$ cat config.mk
export PLATFORM = sky130hd
export DESIGN_NAME = alpha_row_edge_profiler_unit
export DESIGN_NICKNAME = d
export VERILOG_FILES = /design/src/rtl/arep_pkg.sv /design/src/rtl/arep_core.sv /design/src/rtl/arep_queue.sv /design/src/rtl/alpha_row_edge_profiler_unit.sv
export SDC_FILE = /design/constraint.sdc
export NUM_CORES = 1
export LEC_CHECK = 0
export BUFFER_PORTS_ARGS = -buffer_cell sky130_fd_sc_hd__buf_2
export CAP_MARGIN = 20
export CORE_UTILIZATION = 58
export CTS_CLUSTER_DIAMETER = 100
export DETAILED_ROUTE_END_ITERATION = 12
export PLACE_DENSITY = 0.88
export SETUP_SLACK_MARGIN = 0.5
export SYNTH_ARGS = -nofsm -noshare
export SYNTH_HDL_FRONTEND = slang
export SYNTH_SLANG_ARGS = --single-unit
$ cat constraint.sdc
create_clock -name clk -period 15.1 [get_ports clk]
set_clock_uncertainty 0.15 [all_clocks]
set_input_delay 3.02 -clock clk [delete_from_list [all_inputs] [get_ports clk]]
set_output_delay 3.02 -clock clk [all_outputs]
set_load 0.01 [all_outputs]
$ cat src/rtl/arep_pkg.sv
package arep_pkg;

    localparam int MAX_WIDTH_DEFAULT = 4096;

    localparam int SAMPLE_W = 16;
    localparam int COUNT_W  = 13;
    localparam int DEPTH_W  = 5;
    localparam int ROW_W    = 13;

    localparam int MAX_RES     = 3;
    localparam int RES_IDX_W   = $clog2(MAX_RES);
    localparam int RES_CNT_W   = $clog2(MAX_RES + 1);
    localparam int QUEUE_DEPTH = 4;
    localparam int QCNT_W      = $clog2(QUEUE_DEPTH + 1);

    localparam int PADDR_W = 3;
    localparam int PDATA_W = 32;

    localparam logic REG_PIXEL_BITS = 1'b0;
    localparam logic REG_ROW_WIDTH  = 1'b1;

    localparam logic [1:0] KIND_LEFT    = 2'd0;
    localparam logic [1:0] KIND_RIGHT   = 2'd1;
    localparam logic [1:0] KIND_SUMMARY = 2'd2;

    typedef enum logic [5:0] {
        PH_LEAD   = 6'b000001,
        PH_LEFT   = 6'b000010,
        PH_OPAQUE = 6'b000100,
        PH_RIGHT  = 6'b001000,
        PH_TRAIL  = 6'b010000,
        PH_FAIL   = 6'b100000
    } arep_phase_t;

    typedef struct packed {
        logic [1:0]          kind;
        logic [SAMPLE_W-1:0] delta;
        logic [COUNT_W-1:0]  zeros_left;
        logic [COUNT_W-1:0]  zeros_right;
        logic                row_fits;
        logic                last;
    } arep_res_t;

    typedef struct packed {
        logic [RES_CNT_W-1:0]        count;
        arep_res_t [MAX_RES-1:0]     item;
    } arep_push_t;

endpackage

$ cat src/rtl/arep_core.sv
module arep_core #(
    parameter int MAX_WIDTH = arep_pkg::MAX_WIDTH_DEFAULT
) (
    input  logic                           clk,
    input  logic                           rst_n,
    input  logic                           fire,
    input  logic [arep_pkg::SAMPLE_W-1:0]  sample,
    input  logic [arep_pkg::DEPTH_W-1:0]   pixel_bits,
    input  logic [arep_pkg::ROW_W-1:0]     row_width,
    output arep_pkg::arep_push_t           push
);
    import arep_pkg::*;

    localparam int CW = $clog2(MAX_WIDTH + 1);
    localparam int WW = (CW > ROW_W) ? CW : ROW_W;

    arep_phase_t         phase_reg, phase_next;
    logic [CW-1:0]       column_reg, column_next;
    logic [SAMPLE_W-1:0] prev_reg, prev_next;
    logic [SAMPLE_W-1:0] held_reg, held_next;
    logic                held_valid_reg, held_valid_next;
    logic [COUNT_W-1:0]  lead_reg, lead_next;
    logic [COUNT_W-1:0]  trail_reg, trail_next;

    logic [SAMPLE_W:0]   opaque;
    logic [WW-1:0]       width_eff;
    logic [WW-1:0]       col_inc;
    logic                row_end;
    logic [RES_CNT_W-1:0] res_count;
    arep_res_t [MAX_RES-1:0] res_item;

    function automatic logic below_opaque(input logic [SAMPLE_W-1:0] v,
                                          input logic [SAMPLE_W:0] op);
        return {1'b0, v} < op;
    endfunction

    function automatic arep_res_t mk_res(input logic [1:0] k,
                                         input logic [SAMPLE_W-1:0] d,
                                         input logic [COUNT_W-1:0] zl,
                                         input logic [COUNT_W-1:0] zr,
                                         input logic f,
                                         input logic l);
        arep_res_t r;
        r.kind        = k;
        r.delta       = d;
        r.zeros_left  = zl;
        r.zeros_right = zr;
        r.row_fits    = f;
        r.last        = l;
        return r;
    endfunction

    // depths above the sample width can never reach opaque
    always_comb
    begin
        if (pixel_bits > DEPTH_W'(SAMPLE_W))
            opaque = '1;
        else
            opaque = (SAMPLE_W+1)'(({{SAMPLE_W{1'b0}}, 1'b1} << pixel_bits) - 1'b1);
    end

    always_comb
    begin
        if (row_width == '0)
            width_eff = WW'(1);
        else if (WW'(row_width) > WW'(MAX_WIDTH))
            width_eff = WW'(MAX_WIDTH);
        else
            width_eff = WW'(row_width);
    end

    assign col_inc = WW'(column_reg) + WW'(1);
    assign row_end = col_inc >= width_eff;

    always_comb
    begin
        arep_phase_t          ph;
        logic [SAMPLE_W-1:0]  hs;
        logic                 hv;
        logic [COUNT_W-1:0]   lz;
        logic [COUNT_W-1:0]   tz;
        logic [RES_IDX_W:0]   n;
        logic                 done;

        ph   = phase_reg;
        hs   = held_reg;
        hv   = held_valid_reg;
        lz   = lead_reg;
        tz   = trail_reg;
        n    = '0;
        done = 1'b0;
        res_item = '0;

        // right border candidate against its successor
        if (hv)
        begin
            hv = 1'b0;
            if (hs > sample && below_opaque(hs, opaque))
            begin
                res_item[n[RES_IDX_W-1:0]] = mk_res(KIND_RIGHT, hs - sample, '0, '0,
                                                    1'b0, 1'b0);
                n = n + 1'b1;
            end
            else if (hs == '0)
            begin
                ph = PH_TRAIL;
                tz = tz + 1'b1;
            end
            else
            begin
                ph = PH_FAIL;
            end
            hs = '0;
        end

        if (ph == PH_LEAD)
        begin
            if (sample == '0)
            begin
                lz   = lz + 1'b1;
                done = 1'b1;
            end
            else
            begin
                ph = PH_LEFT;
            end
        end
        if (!done && ph == PH_LEFT)
        begin
            if (sample > prev_reg && below_opaque(sample, opaque))
            begin
                res_item[n[RES_IDX_W-1:0]] = mk_res(KIND_LEFT, sample - prev_reg, '0, '0,
                                                    1'b0, 1'b0);
                n    = n + 1'b1;
                done = 1'b1;
            end
            else
            begin
                ph = PH_OPAQUE;
            end
        end
        if (!done && ph == PH_OPAQUE)
        begin
            if ({1'b0, sample} == opaque)
                done = 1'b1;
            else
                ph = PH_RIGHT;
        end
        if (!done && ph == PH_RIGHT)
        begin
            hs   = sample;
            hv   = 1'b1;
            done = 1'b1;
        end
        if (!done && ph == PH_TRAIL)
        begin
            if (sample == '0)
                tz = tz + 1'b1;
            else
                ph = PH_FAIL;
        end

        phase_next      = ph;
        held_next       = hs;
        held_valid_next = hv;
        lead_next       = lz;
        trail_next      = tz;
        prev_next       = sample;
        column_next     = col_inc[CW-1:0];

        // row end: close the pending candidate against zero, then summary
        if (row_end)
        begin
            if (hv)
            begin
                if (hs != '0 && below_opaque(hs, opaque))
                begin
                    res_item[n[RES_IDX_W-1:0]] = mk_res(KIND_RIGHT, hs, '0, '0,
                                                        1'b0, 1'b0);
                    n = n + 1'b1;
                end
                else if (hs == '0)
                begin
                    ph = PH_TRAIL;
                    tz = tz + 1'b1;
                end
                else
                begin
                    ph = PH_FAIL;
                end
            end
            res_item[n[RES_IDX_W-1:0]] = mk_res(KIND_SUMMARY, '0, lz, tz,
                                                ph != PH_FAIL, 1'b1);
            n = n + 1'b1;

            phase_next      = PH_LEAD;
            held_next       = '0;
            held_valid_next = 1'b0;
            lead_next       = '0;
            trail_next      = '0;
            prev_next       = '0;
            column_next     = '0;
        end

        res_count = RES_CNT_W'(n);
    end

    assign push.count = fire ? res_count : '0;
    assign push.item  = res_item;

    always_ff @(posedge clk or negedge rst_n)
    begin
        if (!rst_n)
        begin
            phase_reg      <= PH_LEAD;
            column_reg     <= '0;
            prev_reg       <= '0;
            held_reg       <= '0;
            held_valid_reg <= 1'b0;
            lead_reg       <= '0;
            trail_reg      <= '0;
        end
        else if (fire)
        begin
            phase_reg      <= phase_next;
            column_reg     <= column_next;
            prev_reg       <= prev_next;
            held_reg       <= held_next;
            held_valid_reg <= held_valid_next;
            lead_reg       <= lead_next;
            trail_reg      <= trail_next;
        end
    end

    a_held_in_right: assert property (@(posedge clk) disable iff (!rst_n)
        held_valid_reg |-> phase_reg == PH_RIGHT)
        else $error("held sample outside right border phase");

    a_three_ends_row: assert property (@(posedge clk) disable iff (!rst_n)
        (fire && res_count == RES_CNT_W'(MAX_RES)) |-> row_end)
        else $error("three results without row end");

    a_row_clears: assert property (@(posedge clk) disable iff (!rst_n)
        (fire && row_end) |=> (column_reg == '0 && !held_valid_reg
                               && phase_reg == PH_LEAD))
        else $error("row state not cleared after summary");

endmodule

$ cat src/rtl/arep_queue.sv
module arep_queue (
    input  logic                 clk,
    input  logic                 rst_n,
    input  arep_pkg::arep_push_t push,
    output logic                 room,
    output logic                 out_valid,
    input  logic                 out_stall,
    output arep_pkg::arep_res_t  out_item
);
    import arep_pkg::*;

    arep_res_t          q_reg  [QUEUE_DEPTH];
    arep_res_t          q_next [QUEUE_DEPTH];
    logic [QCNT_W-1:0]  count_reg, count_next;
    logic [QCNT_W-1:0]  base;
    logic               pop;

    assign out_valid = count_reg != '0;
    assign out_item  = q_reg[0];
    assign pop       = out_valid && !out_stall;
    assign room      = count_reg <= QCNT_W'(QUEUE_DEPTH - MAX_RES);
    assign base      = count_reg - QCNT_W'(pop);

    always_comb
    begin
        logic [QCNT_W-1:0] off;
        for (int i = 0; i < QUEUE_DEPTH; i++)
        begin
            if (pop && i != QUEUE_DEPTH - 1)
                q_next[i] = q_reg[(i + 1) % QUEUE_DEPTH];
            else
                q_next[i] = q_reg[i];
            off = QCNT_W'(i) - base;
            if (QCNT_W'(i) >= base && off < QCNT_W'(push.count))
                q_next[i] = push.item[off[RES_IDX_W-1:0]];
        end
        count_next = base + QCNT_W'(push.count);
    end

    always_ff @(posedge clk or negedge rst_n)
    begin
        if (!rst_n)
            count_reg <= '0;
        else
            count_reg <= count_next;
    end

    always_ff @(posedge clk)
    begin
        for (int i = 0; i < QUEUE_DEPTH; i++)
            q_reg[i] <= q_next[i];
    end

endmodule

$ cat src/rtl/alpha_row_edge_profiler_unit.sv
// channel  | handshake            | payload
// ---------+----------------------+-------------------------------------------
// in       | in_valid / in_stall  | sample
// out      | out_valid / out_stall| kind, delta, zeros_left, zeros_right,
//          |                      | row_fits, last
// cfg      | apb psel / penable   | paddr, pwdata, prdata (pixel_bits, row_width)
//
// one sample per cycle; a sample is processed while it sits in the input register
// and its results enter a four-entry output queue at the next edge
// a sample is processed only while the queue has room for three results, so only
// a row end (up to three results) or a stalled output slows the input
// reset clears the row state and sets pixel_bits to 8 and row_width to 1024
module alpha_row_edge_profiler_unit #(
    parameter int MAX_WIDTH = arep_pkg::MAX_WIDTH_DEFAULT
) (
    input  logic                           clk,
    input  logic                           rst_n,
    input  logic                           psel,
    input  logic                           penable,
    input  logic                           pwrite,
    input  logic [arep_pkg::PADDR_W-1:0]   paddr,
    input  logic [arep_pkg::PDATA_W-1:0]   pwdata,
    output logic [arep_pkg::PDATA_W-1:0]   prdata,
    output logic                           pready,
    input  logic                           in_valid,
    output logic                           in_stall,
    input  logic [arep_pkg::SAMPLE_W-1:0]  sample,
    output logic                           out_valid,
    input  logic                           out_stall,
    output logic [1:0]                     kind,
    output logic [arep_pkg::SAMPLE_W-1:0]  delta,
    output logic [arep_pkg::COUNT_W-1:0]   zeros_left,
    output logic [arep_pkg::COUNT_W-1:0]   zeros_right,
    output logic                           row_fits,
    output logic                           last
);
    import arep_pkg::*;

    logic [DEPTH_W-1:0]  pixel_bits_reg;
    logic [ROW_W-1:0]    row_width_reg;
    logic                reg_index;
    logic                cfg_write;

    logic                in_full_reg;
    logic [SAMPLE_W-1:0] sample_reg;
    logic                in_take;
    logic                fire;
    logic                room;

    arep_push_t          push;
    arep_res_t           out_item;

    assign pready    = 1'b1;
    assign reg_index = paddr[2];
    assign cfg_write = psel && penable && pwrite && pready;

    always_ff @(posedge clk or negedge rst_n)
    begin
        if (!rst_n)
        begin
            pixel_bits_reg <= DEPTH_W'(8);
            row_width_reg  <= ROW_W'(1024);
        end
        else if (cfg_write)
        begin
            case (reg_index)
                REG_PIXEL_BITS: pixel_bits_reg <= pwdata[DEPTH_W-1:0];
                REG_ROW_WIDTH:  row_width_reg  <= pwdata[ROW_W-1:0];
                default:        ;
            endcase
        end
    end

    always_comb
    begin
        case (reg_index)
            REG_PIXEL_BITS: prdata = PDATA_W'(pixel_bits_reg);
            REG_ROW_WIDTH:  prdata = PDATA_W'(row_width_reg);
            default:        prdata = '0;
        endcase
    end

    // input register, refilled in the cycle it is drained
    assign fire     = in_full_reg && room;
    assign in_stall = in_full_reg && !room;
    assign in_take  = in_valid && !in_stall;

    always_ff @(posedge clk or negedge rst_n)
    begin
        if (!rst_n)
            in_full_reg <= 1'b0;
        else if (in_take)
            in_full_reg <= 1'b1;
        else if (fire)
            in_full_reg <= 1'b0;
    end

    always_ff @(posedge clk)
    begin
        if (in_take)
            sample_reg <= sample;
    end

    arep_core #(
        .MAX_WIDTH (MAX_WIDTH)
    ) u_core (
        .clk        (clk),
        .rst_n      (rst_n),
        .fire       (fire),
        .sample     (sample_reg),
        .pixel_bits (pixel_bits_reg),
        .row_width  (row_width_reg),
        .push       (push)
    );

    arep_queue u_queue (
        .clk       (clk),
        .rst_n     (rst_n),
        .push      (push),
        .room      (room),
        .out_valid (out_valid),
        .out_stall (out_stall),
        .out_item  (out_item)
    );

    assign kind        = out_item.kind;
    assign delta       = out_item.delta;
    assign zeros_left  = out_item.zeros_left;
    assign zeros_right = out_item.zeros_right;
    assign row_fits    = out_item.row_fits;
    assign last        = out_item.last;

endmodule
### Word level (Yosys, flattened, before mapping)

Memory sizes are Yosys's and may differ from the RTL's.
Index checks and enable logic that the tools add are counted.

* output and inout port bits: 81
* flip-flop bits (word level): 116
* memories: 1
* input port bits: 58
* memory bits (writable): 184
* logic and storage cells: 192

Memory list
* u_queue.q_reg: depth 4, bits a word 46, rd ports 4, clocked after memory_dff 0, wr ports 4, line arep_queue.sv:12 `arep_res_t q_reg [QUEUE_DEPTH];`

* add/subtract/negate cells: 17
* muxes and demuxes: 90
* reduce and logical (&&, ||, !) cells: 36
* equal/unequal tests: 7
* shift-type cells: 1
* bitwise logic cells: 1
* magnitude comparators: 27

Operators with widths (number)
* two-way mux 138 bit: 6
* two-way mux 46 bit: 15
* bitwise mux 138 bit: 3
* binary-select mux 46 bit (select 2 bit): 4
* demux 46 bit (select 2 bit): 3
* two-way mux 13 bit: 16
* two-way mux 6 bit: 16
* adder 13 x 1 -> 13 bit (second input constant): 5
* two-way mux 16 bit: 4
* case mux 32 bit (2 select lines): 1
* < comparator 16 x 17 -> 1 bit: 3
* zero test 16 bit: 3
* two-way mux 45 bit: 1
* > comparator 16 bit: 2
* subtractor 16 bit: 2
* < comparator 2 x 3 -> 1 bit (second input constant): 7
* logical AND 1 bit: 20
* == test 16 x 17 -> 1 bit: 1
* two-way mux 17 bit: 1
* << shifter 1 x 5 -> 17 bit (first input constant): 1
* subtractor 17 x 1 -> 17 bit (second input constant): 1
* nonzero test 16 bit: 1
* two-way mux 2 bit: 7
* >= comparator 13 bit: 1
* other kinds (26): 55

### Depth between registers and ports, before layout

Gate-level depths: netlist of the first run.

* depth in word-level cells: 32
* depth in mapped cells: 45
* gate-level depth less buffers: 38

### Cells and area by module

A second synthesis of the first run with hierarchy kept.

* cells, all modules: 2397
* area total of the unflattened synthesis: 22830.6 µm²

By module, submodules not included
* arep_queue: area an instance 11284.6 µm², cells an instance 966, times used 1, sequential area each 5600.4 µm²
* arep_core: area an instance 10018.4 µm², cells an instance 1334, times used 1, sequential area each 1953.1 µm²
* alpha_row_edge_profiler_unit: area an instance 1527.7 µm², cells an instance 97, times used 1, sequential area each 958.4 µm²

### Worst setup path before layout of the first run

Ideal clock, no wire load.

* path type: reg2reg
* start: register, netlist name pixel_bits_reg[2]
* end: memory u_queue.q_reg[0][0] (netlist bit), enable pin
* data required time: 14547 ps
* path buffers: 9
* arrival: 10050 ps
* period minus slack after synthesis: 10603 ps
* library setup time: 403 ps
* stages on the path, launching flop included: 43
* slack: 4497 ps
* path through: dfrtp_1 > clkbuf_1 > clkbuf_1 > nor3_1 > nand3_1 > ha_1 > clkbuf_1 > nand3_1 > a21oi_1 > a31oi_1 > o22ai_1 > ha_1 > or3_1 > a221oi_1 > o211ai_2 > a21o_4 > buf_6 > a211oi_2 > [7 not listed] > and3_1 > a221oi_1 > o21ai_0 > a221oi_1 > o211ai_1 > a211oi_1 > o2111a_1 > xnor2_1 > ha_1 > o21ai_0 > nand2_1 > ha_1 > nor2b_1 > or4_1 > clkbuf_1 > clkbuf_1 > clkbuf_1 > nand2_1

RTL lines (line)
* end, declared: arep_queue.sv:12

==> results by group, run 1 <==
Clocking
  – TritonCTS clock tree: done
  – Setup bufs post-CTS: 0
  – TritonCTS buffer count: 34
  – CTS resizes: 0
  – Root Driver: clkbuf_16
  – Clock-pin slew on the worst setup and hold paths: 60 ps
  – Hold_buf cts: 0
  – H-tree levels: 2
  – Clk Latency, worst-skew pair: 540 ps
  – Max clock buf depth: 3
  – CTS sink cnt: 296

Critical path
  – Slowest cell on crit path: nor2_1
  – CP Data Arrival Time: 12470 ps
  – Worst Path Required: 15200 ps
  – Worst Setup End Kind: flop
  – Levels on crit path: 38
  – Crit path kind: flop to flop
  – Cell family with most CP delay: compound AO/OA/AOI/OAI gates
  – Startpoint types: flop
  – Most frequent CP cell: ha_1
  – Crit path max fanout: 22
  – Bufs and invs on worst path: 2
  – Worst reg2reg setup slack: 2730 ps
  – Origin of the critical flop-to-flop path: pixel_bits_reg[2]$_DFFE_PN0P_
  – Slowest stage delay, CP: 940 ps
  – R2R depth: 38
  – Worst r2r dst: u_queue.q_reg[1][40]$_DFFE_PP_

Route
  – Post-DR wirelength/cell: 21.7 um
  – Drt via density: 6.57
  – TritonRoute pass-1 iters: 7
  – Total routed wirelength: 55600 um
  – Via count: 16800
  – DRT iter0 DRCs: 1810
  – Final ANT Viol Nets: 0
  – # DRC: 0

Placed design
  – Placed insts: 2499
  – DP Worst Slack: 3020 ps
  – Buffers on Ports: 97
  – Final GP Congestion: 1.09
  – Dpl hpwl: 39300 um

Global routing
  – GRT overflow: 0
  – Vias in the first global route: 15600
  – Largest net degree at the start of global routing: 70
  – Initial antenna violation count: 0
  – Global-route wire length before repair: 86200 um
  – Total GRT Usage: 0.326

Floorplan
  – Die ar.: 0.0344 sq mm
  – IO Pins: 139
  – Initial core utilization: 0.594
  – Row count: 66
  – Core ar.: 0.0329 sq mm
  – Die H: 185 um
  – Die outline width: 185 um

Finish
  – Layout cells sized above 1: 0.117
  – Inserted Diodes: 0
  – Area delta synth->final: 9.40%
  – Max FFs per register: 180
  – Final nets: 2273
  – FILL cells: 2519
  – Post-Layout Cell Count: 2562

Synthesis
  – Count leader, synth: nand2_1
  – Top cell type's share of synthesized area: 0.301
  – Synthesized area: 0.0195 sq mm
  – Post-synth cell types: 102
  – Number of flops mapped to enable cells by yosys: 196
  – Largest cells by area after synthesis: edfxtp_1, dfrtp_1, ha_1
  – Sequential cell area fraction in the yosys report: 0.430
  – Syn Inst Count: 2058
  – Syn Area/Cell: 9.49 sq um
  – Seq cells post-synth: 296
  – Ys async rst share: 0.338
  – Main flop type after synthesis: edfxtp_1
  – Total of warnings raised by yosys: 0
  – Synth top cells by count: nand2_1, o21ai_0, edfxtp_1
  – Leading area contributor after synthesis: edfxtp_1

Worst hold path
  – Hold path cells: 2
  – Hold_sp: u_core.prev_reg[0]$_DFFE_PN0P_
  – WHS Endpoint: u_core.prev_reg[0]$_DFFE_PN0P_
  – HP Class: flop to flop

Pwr
  – Pwr Density: 215 mW/mm^2
  – Leakage: 8.61 nW
  – Worst vdd ir: 0.000170 V

STA
  – Worst slew margin: 0.346
  – Final Hold Fails: 0
  – RSZ-0062 raised after global routing: false
  – Worst slew pin tran: 978 ps
  – Final setup vio count: 0
  – Final worst slack: 2730 ps
  – Fin crit period: 12370 ps
  – Max Fclk: 0.0808 GHz
  – Setup_tns: 0 ps
  – WHS: 348 ps
  – Max Transition Viols Final: 0
  – Period utilization: 0.819

Run status
  – Outcome: completed

Flow run
  – MaxCap Viol Count: 0
## cell usage in the layout, fill, tap and decap left out, drive strengths merged, types with 14 or more instances in the layout
master    n
nor3     40
xor2     28
a22o     28
buf     121
nand3    80
dfrtp    97
and2     26
clkbuf   43
nor4     21
o22a     15
a211oi   14
and3     21
mux2     27
inv      88
xnor2    52
a31oi    15
a21o     27
o31ai    15
edfxtp  196
nand4    23
a21oi    89
o21a     27
or3      14
conb     20
nand2   249
mux2i    27
nor2b    21
nor2    115
o21ai   242
a22oi    16
o22ai    29
nand2b   15
ha      117
## worst register-to-register path, delay by kind of cell, from the launching register on
kind            cells  cell delay (ps)
compound gates     19             5060
simple gates       11             3690
fa+ha+maj           5             1690
xor+xnor            1              220
flops               1              630
buf+inv             2              610
## how the worst max path moves through the flow
stage                                             start                             end
after CTS                 pixel_bits_reg[2]$_DFFE_PN0P_  u_queue.q_reg[1][39]$_DFFE_PP_
after detailed placement  pixel_bits_reg[2]$_DFFE_PN0P_  u_queue.q_reg[1][25]$_DFFE_PP_
final                     pixel_bits_reg[2]$_DFFE_PN0P_  u_queue.q_reg[1][40]$_DFFE_PP_
after global routing      pixel_bits_reg[2]$_DFFE_PN0P_  u_queue.q_reg[2][10]$_DFFE_PP_
after floorplan           pixel_bits_reg[2]$_DFFE_PN0P_   u_queue.q_reg[0][0]$_DFFE_PP_
after global placement    pixel_bits_reg[2]$_DFFE_PN0P_  u_queue.q_reg[1][23]$_DFFE_PP_
## kinds of logic after synthesis
| group | Yosys count | synth area share |
|---|---|---|
| AO/OA/AOI/OAI | 623 | 0.213 |
| XOR/XNOR | 80 | 0.0363 |
| adder cells (fa/ha/maj) | 120 | 0.0780 |
| buffers and inverters | 225 | 0.0491 |
| flip-flops | 296 | 0.430 |
| multiplexers | 54 | 0.0296 |
| other | 2 | 0.000385 |
| AND/OR/NAND/NOR | 658 | 0.163 |
## final cells by class
class	instances	area, sq um	share of cell area
multi-input cells	1555	10300	0.481
flip-flops and latches	296	8390	0.393
clock buffers	43	915	0.0428
repair buffers	121	708	0.0332
well taps	442	553	0.0259
inverters	87	327	0.0153
clock inverters	18	196	0.00920
## metrics by stage
stage / total power, W / util / cell area, sq um
after floorplan: 0.00301 / - / 19600
after global placement: 0.00357 / 0.614 / 20200
after detailed placement: 0.00366 / 0.614 / 20200
after CTS: 0.00450 / 0.648 / 21300
after global routing: 0.00484 / 0.650 / 21400
final: 0.00458 / 0.650 / 21400
## layer usage
metal  GRT usage  up-vias  part of all wire
met3      0.0691      155              0.11
met5           0        -                 0
met4       0.143        0             0.041
li1            -     7670                 -
met2       0.499     1067              0.44
met1       0.447     7937              0.41
## power by group
| group | switching [W] | leakage (nW) | internal, W |
|---|---|---|---|
| logic | 0.00148 | 4.88 | 0.000752 |
| clock network | 0.000351 | 0.535 | 0.000471 |
| registers | 0.000183 | 3.19 | 0.00135 |
No activity file was read; power rests on OpenSTA's default activity.
==> run 2, diff against run 1 <==
- clock period: 15.1 -> 11.85 ns (I/O delays scaled with it)
==> run 2 against run 1 <==
- critical path depth fell by 3
- clock power rose by 27%
- register-to-register slack got worse by 1400 ps
- critical path type unchanged
- critical endpoint is now u_queue.q_reg[2][22]$_DFFE_PP_
- highest routed layer unchanged
==> results by group, run 2 (synthesis results as in run 1) <==
Run status
  – Outcome: completed

Critical path
  – Worst setup path start: pixel_bits_reg[3]$_DFFE_PN1P_
  – Worst reg2reg setup slack: 1290 ps
  – End point of the critical path: u_queue.q_reg[2][22]$_DFFE_PP_
  – Slowest stage delay, CP: 790 ps
  – Worst Setup End Kind: flop
  – Worst r2r dst: u_queue.q_reg[2][22]$_DFFE_PP_
  – Origin of the critical flop-to-flop path: pixel_bits_reg[3]$_DFFE_PN1P_
  – Most frequent CP cell: ha_1
  – Worst Path Required: 12080 ps
  – CP Data Arrival Time: 10800 ps
  – R2R depth: 35
  – Crit path kind: flop to flop
  – Startpoint types: flop
  – Slowest cell on crit path: dfstp_2
  – Crit path max fanout: 23

Route
  – TritonRoute pass-1 iters: 7
  – Post-DR wirelength/cell: 21.4 um
  – Final ANT Viol Nets: 0
  – Total routed wirelength: 55100 um
  – Drt via density: 6.57
  – Via count: 16900
  – # DRC: 0
  – DRT iter0 DRCs: 2339

Pwr
  – Worst vdd ir: 0.000185 V
  – Gate power share: 0.492
  – Clock share of power: 0.177
  – Pwr Density: 273 mW/mm^2
  – Switching power: 0.00255 W
  – Int Power: 0.00331 W
  – Part of the power in registers: 0.331
  – Sw Share: 0.435
  – Leakage: 8.66 nW

STA
  – WHS: 337 ps
  – Setup_tns: 0 ps
  – Worst slew pin tran: 989 ps
  – Max Fclk: 0.0947 GHz
  – Final setup vio count: 0
  – Period utilization: 0.892
  – Worst slew margin: 0.340
  – Final Hold Fails: 0
  – Fin crit period: 10560 ps
  – Max Transition Viols Final: 0
  – RSZ-0062 raised after global routing: false

Finish
  – Area delta synth->final: 9.87%
  – Max FFs per register: 180
  – Most common cell after layout, fill and taps aside: nand2_1
  – Post-Layout Cell Count: 2574
  – Inserted Diodes: 0
  – Final core occ: 0.653
  – Final nets: 2285
  – Layout cells sized above 1: 0.127
  – Commonest cells after routing, fill and taps aside: nand2_1, o21ai_0, edfxtp_1

Floorplan
  – Die H: 185 um
  – Initial core utilization: 0.594
  – Row count: 66
  – Core ar.: 0.0329 sq mm
  – Die ar.: 0.0344 sq mm
  – Die outline width: 185 um
  – IO Pins: 139

Clocking
  – Root Driver: clkbuf_16
  – Clk Latency, worst-skew pair: 590 ps
  – H-tree levels: 1
  – TritonCTS clock tree: done
  – Max clock buf depth: 3
  – CTS sink cnt: 296
  – Clock-pin slew on the worst setup and hold paths: 60 ps
  – TritonCTS buffer count: 31

Global routing
  – Total GRT Usage: 0.326
  – Global-route wire length before repair: 87000 um
  – GRT overflow: 0
  – Initial antenna violation count: 0
  – Vias in the first global route: 16000
  – Largest net degree at the start of global routing: 74

Placed design
  – Placed insts: 2515
  – Buffers on Ports: 97
  – Dpl hpwl: 39700 um
  – Final GP Congestion: 1.03

Worst hold path
  – Hold_sp: u_core.prev_reg[0]$_DFFE_PN0P_
  – HP Class: flop to flop

Flow run
  – MaxCap Viol Count: 0
## run 2: changes by cell type in the layout (fill, tap and decap cells not counted), sizes merged
cell,before,now
inv,88,90
buf,121,136
clkinv,13,10
bufinv,2,5
clkinvlp,2,0
clkbuf,43,40
## run 2: worst min-delay path by stage
stage                                endpoint  slack (ps)  depth (start not counted)
5_1_grt        u_core.prev_reg[0]$_DFFE_PN0P_         360                          2
3_3_place_gp   u_core.prev_reg[0]$_DFFE_PN0P_         320                          2
6_report       u_core.prev_reg[0]$_DFFE_PN0P_         340                          2
2_1_floorplan  u_core.prev_reg[0]$_DFFE_PN0P_         300                          2
4_1_cts        u_core.prev_reg[0]$_DFFE_PN0P_         340                          2
3_5_place_dp   u_core.prev_reg[0]$_DFFE_PN0P_         330                          2
## run 2: power groups by stage
stage / combinational (W) / clock, W / sequential [W]
after CTS: 0.00278 / 0.00104 / 0.00193
final: 0.00288 / 0.00104 / 0.00194
after global placement: 0.00265 / 0 / 0.00193
after floorplan: 0.00192 / 0 / 0.00192
after detailed placement: 0.00276 / 0 / 0.00195
after global routing: 0.00313 / 0.00108 / 0.00198
## run 2: worst max-delay path: cells and delay by family, from the launching register on
| kind | cells | cell delay, ps |
|---|---|---|
| xor+xnor | 1 | 220 |
| flops | 1 | 790 |
| compound gates | 19 | 4900 |
| mux | 1 | 510 |
| fa+ha+maj | 5 | 1600 |
| buf+inv | 2 | 440 |
| simple gates | 7 | 1740 |
## run 2: routing by layer
layer | up-vias | part of all wire | GRT usage
li1 | 7702 | - | -
met5 | - | 0 | 0
met2 | 1004 | 0.44 | 0.504
met1 | 8064 | 0.41 | 0.451
met4 | 0 | 0.037 | 0.116
met3 | 145 | 0.11 | 0.0693
## run 2: area by class of cell
cell class / count / area (sq um)
fillers: 2567 / 11400
multi-input cells: 1555 / 10300
flip-flops and latches: 296 / 8390
clock buffers: 40 / 830
repair buffers: 136 / 806
well taps: 442 / 553
inverters: 87 / 327
clock inverters: 18 / 248
## run 2: what timing repair did
item,in CTS,in global routing
hold buffers,0,0
resized for setup,0,9
setup buffers,0,1
hold endpoints to repair,0,0
endpoints found under the setup margin,0,188
## run 2: stage by stage
step / cell area, sq um / setup slack (ps) / power (W)
2_1_floorplan: 19600 / 1250 / 0.00384
3_3_place_gp: 20300 / 935 / 0.00457
3_5_place_dp: 20300 / 699 / 0.00471
4_1_cts: 21400 / 630 / 0.00575
5_1_grt: 21500 / 690 / 0.00620
6_report: 21500 / 1290 / 0.00586
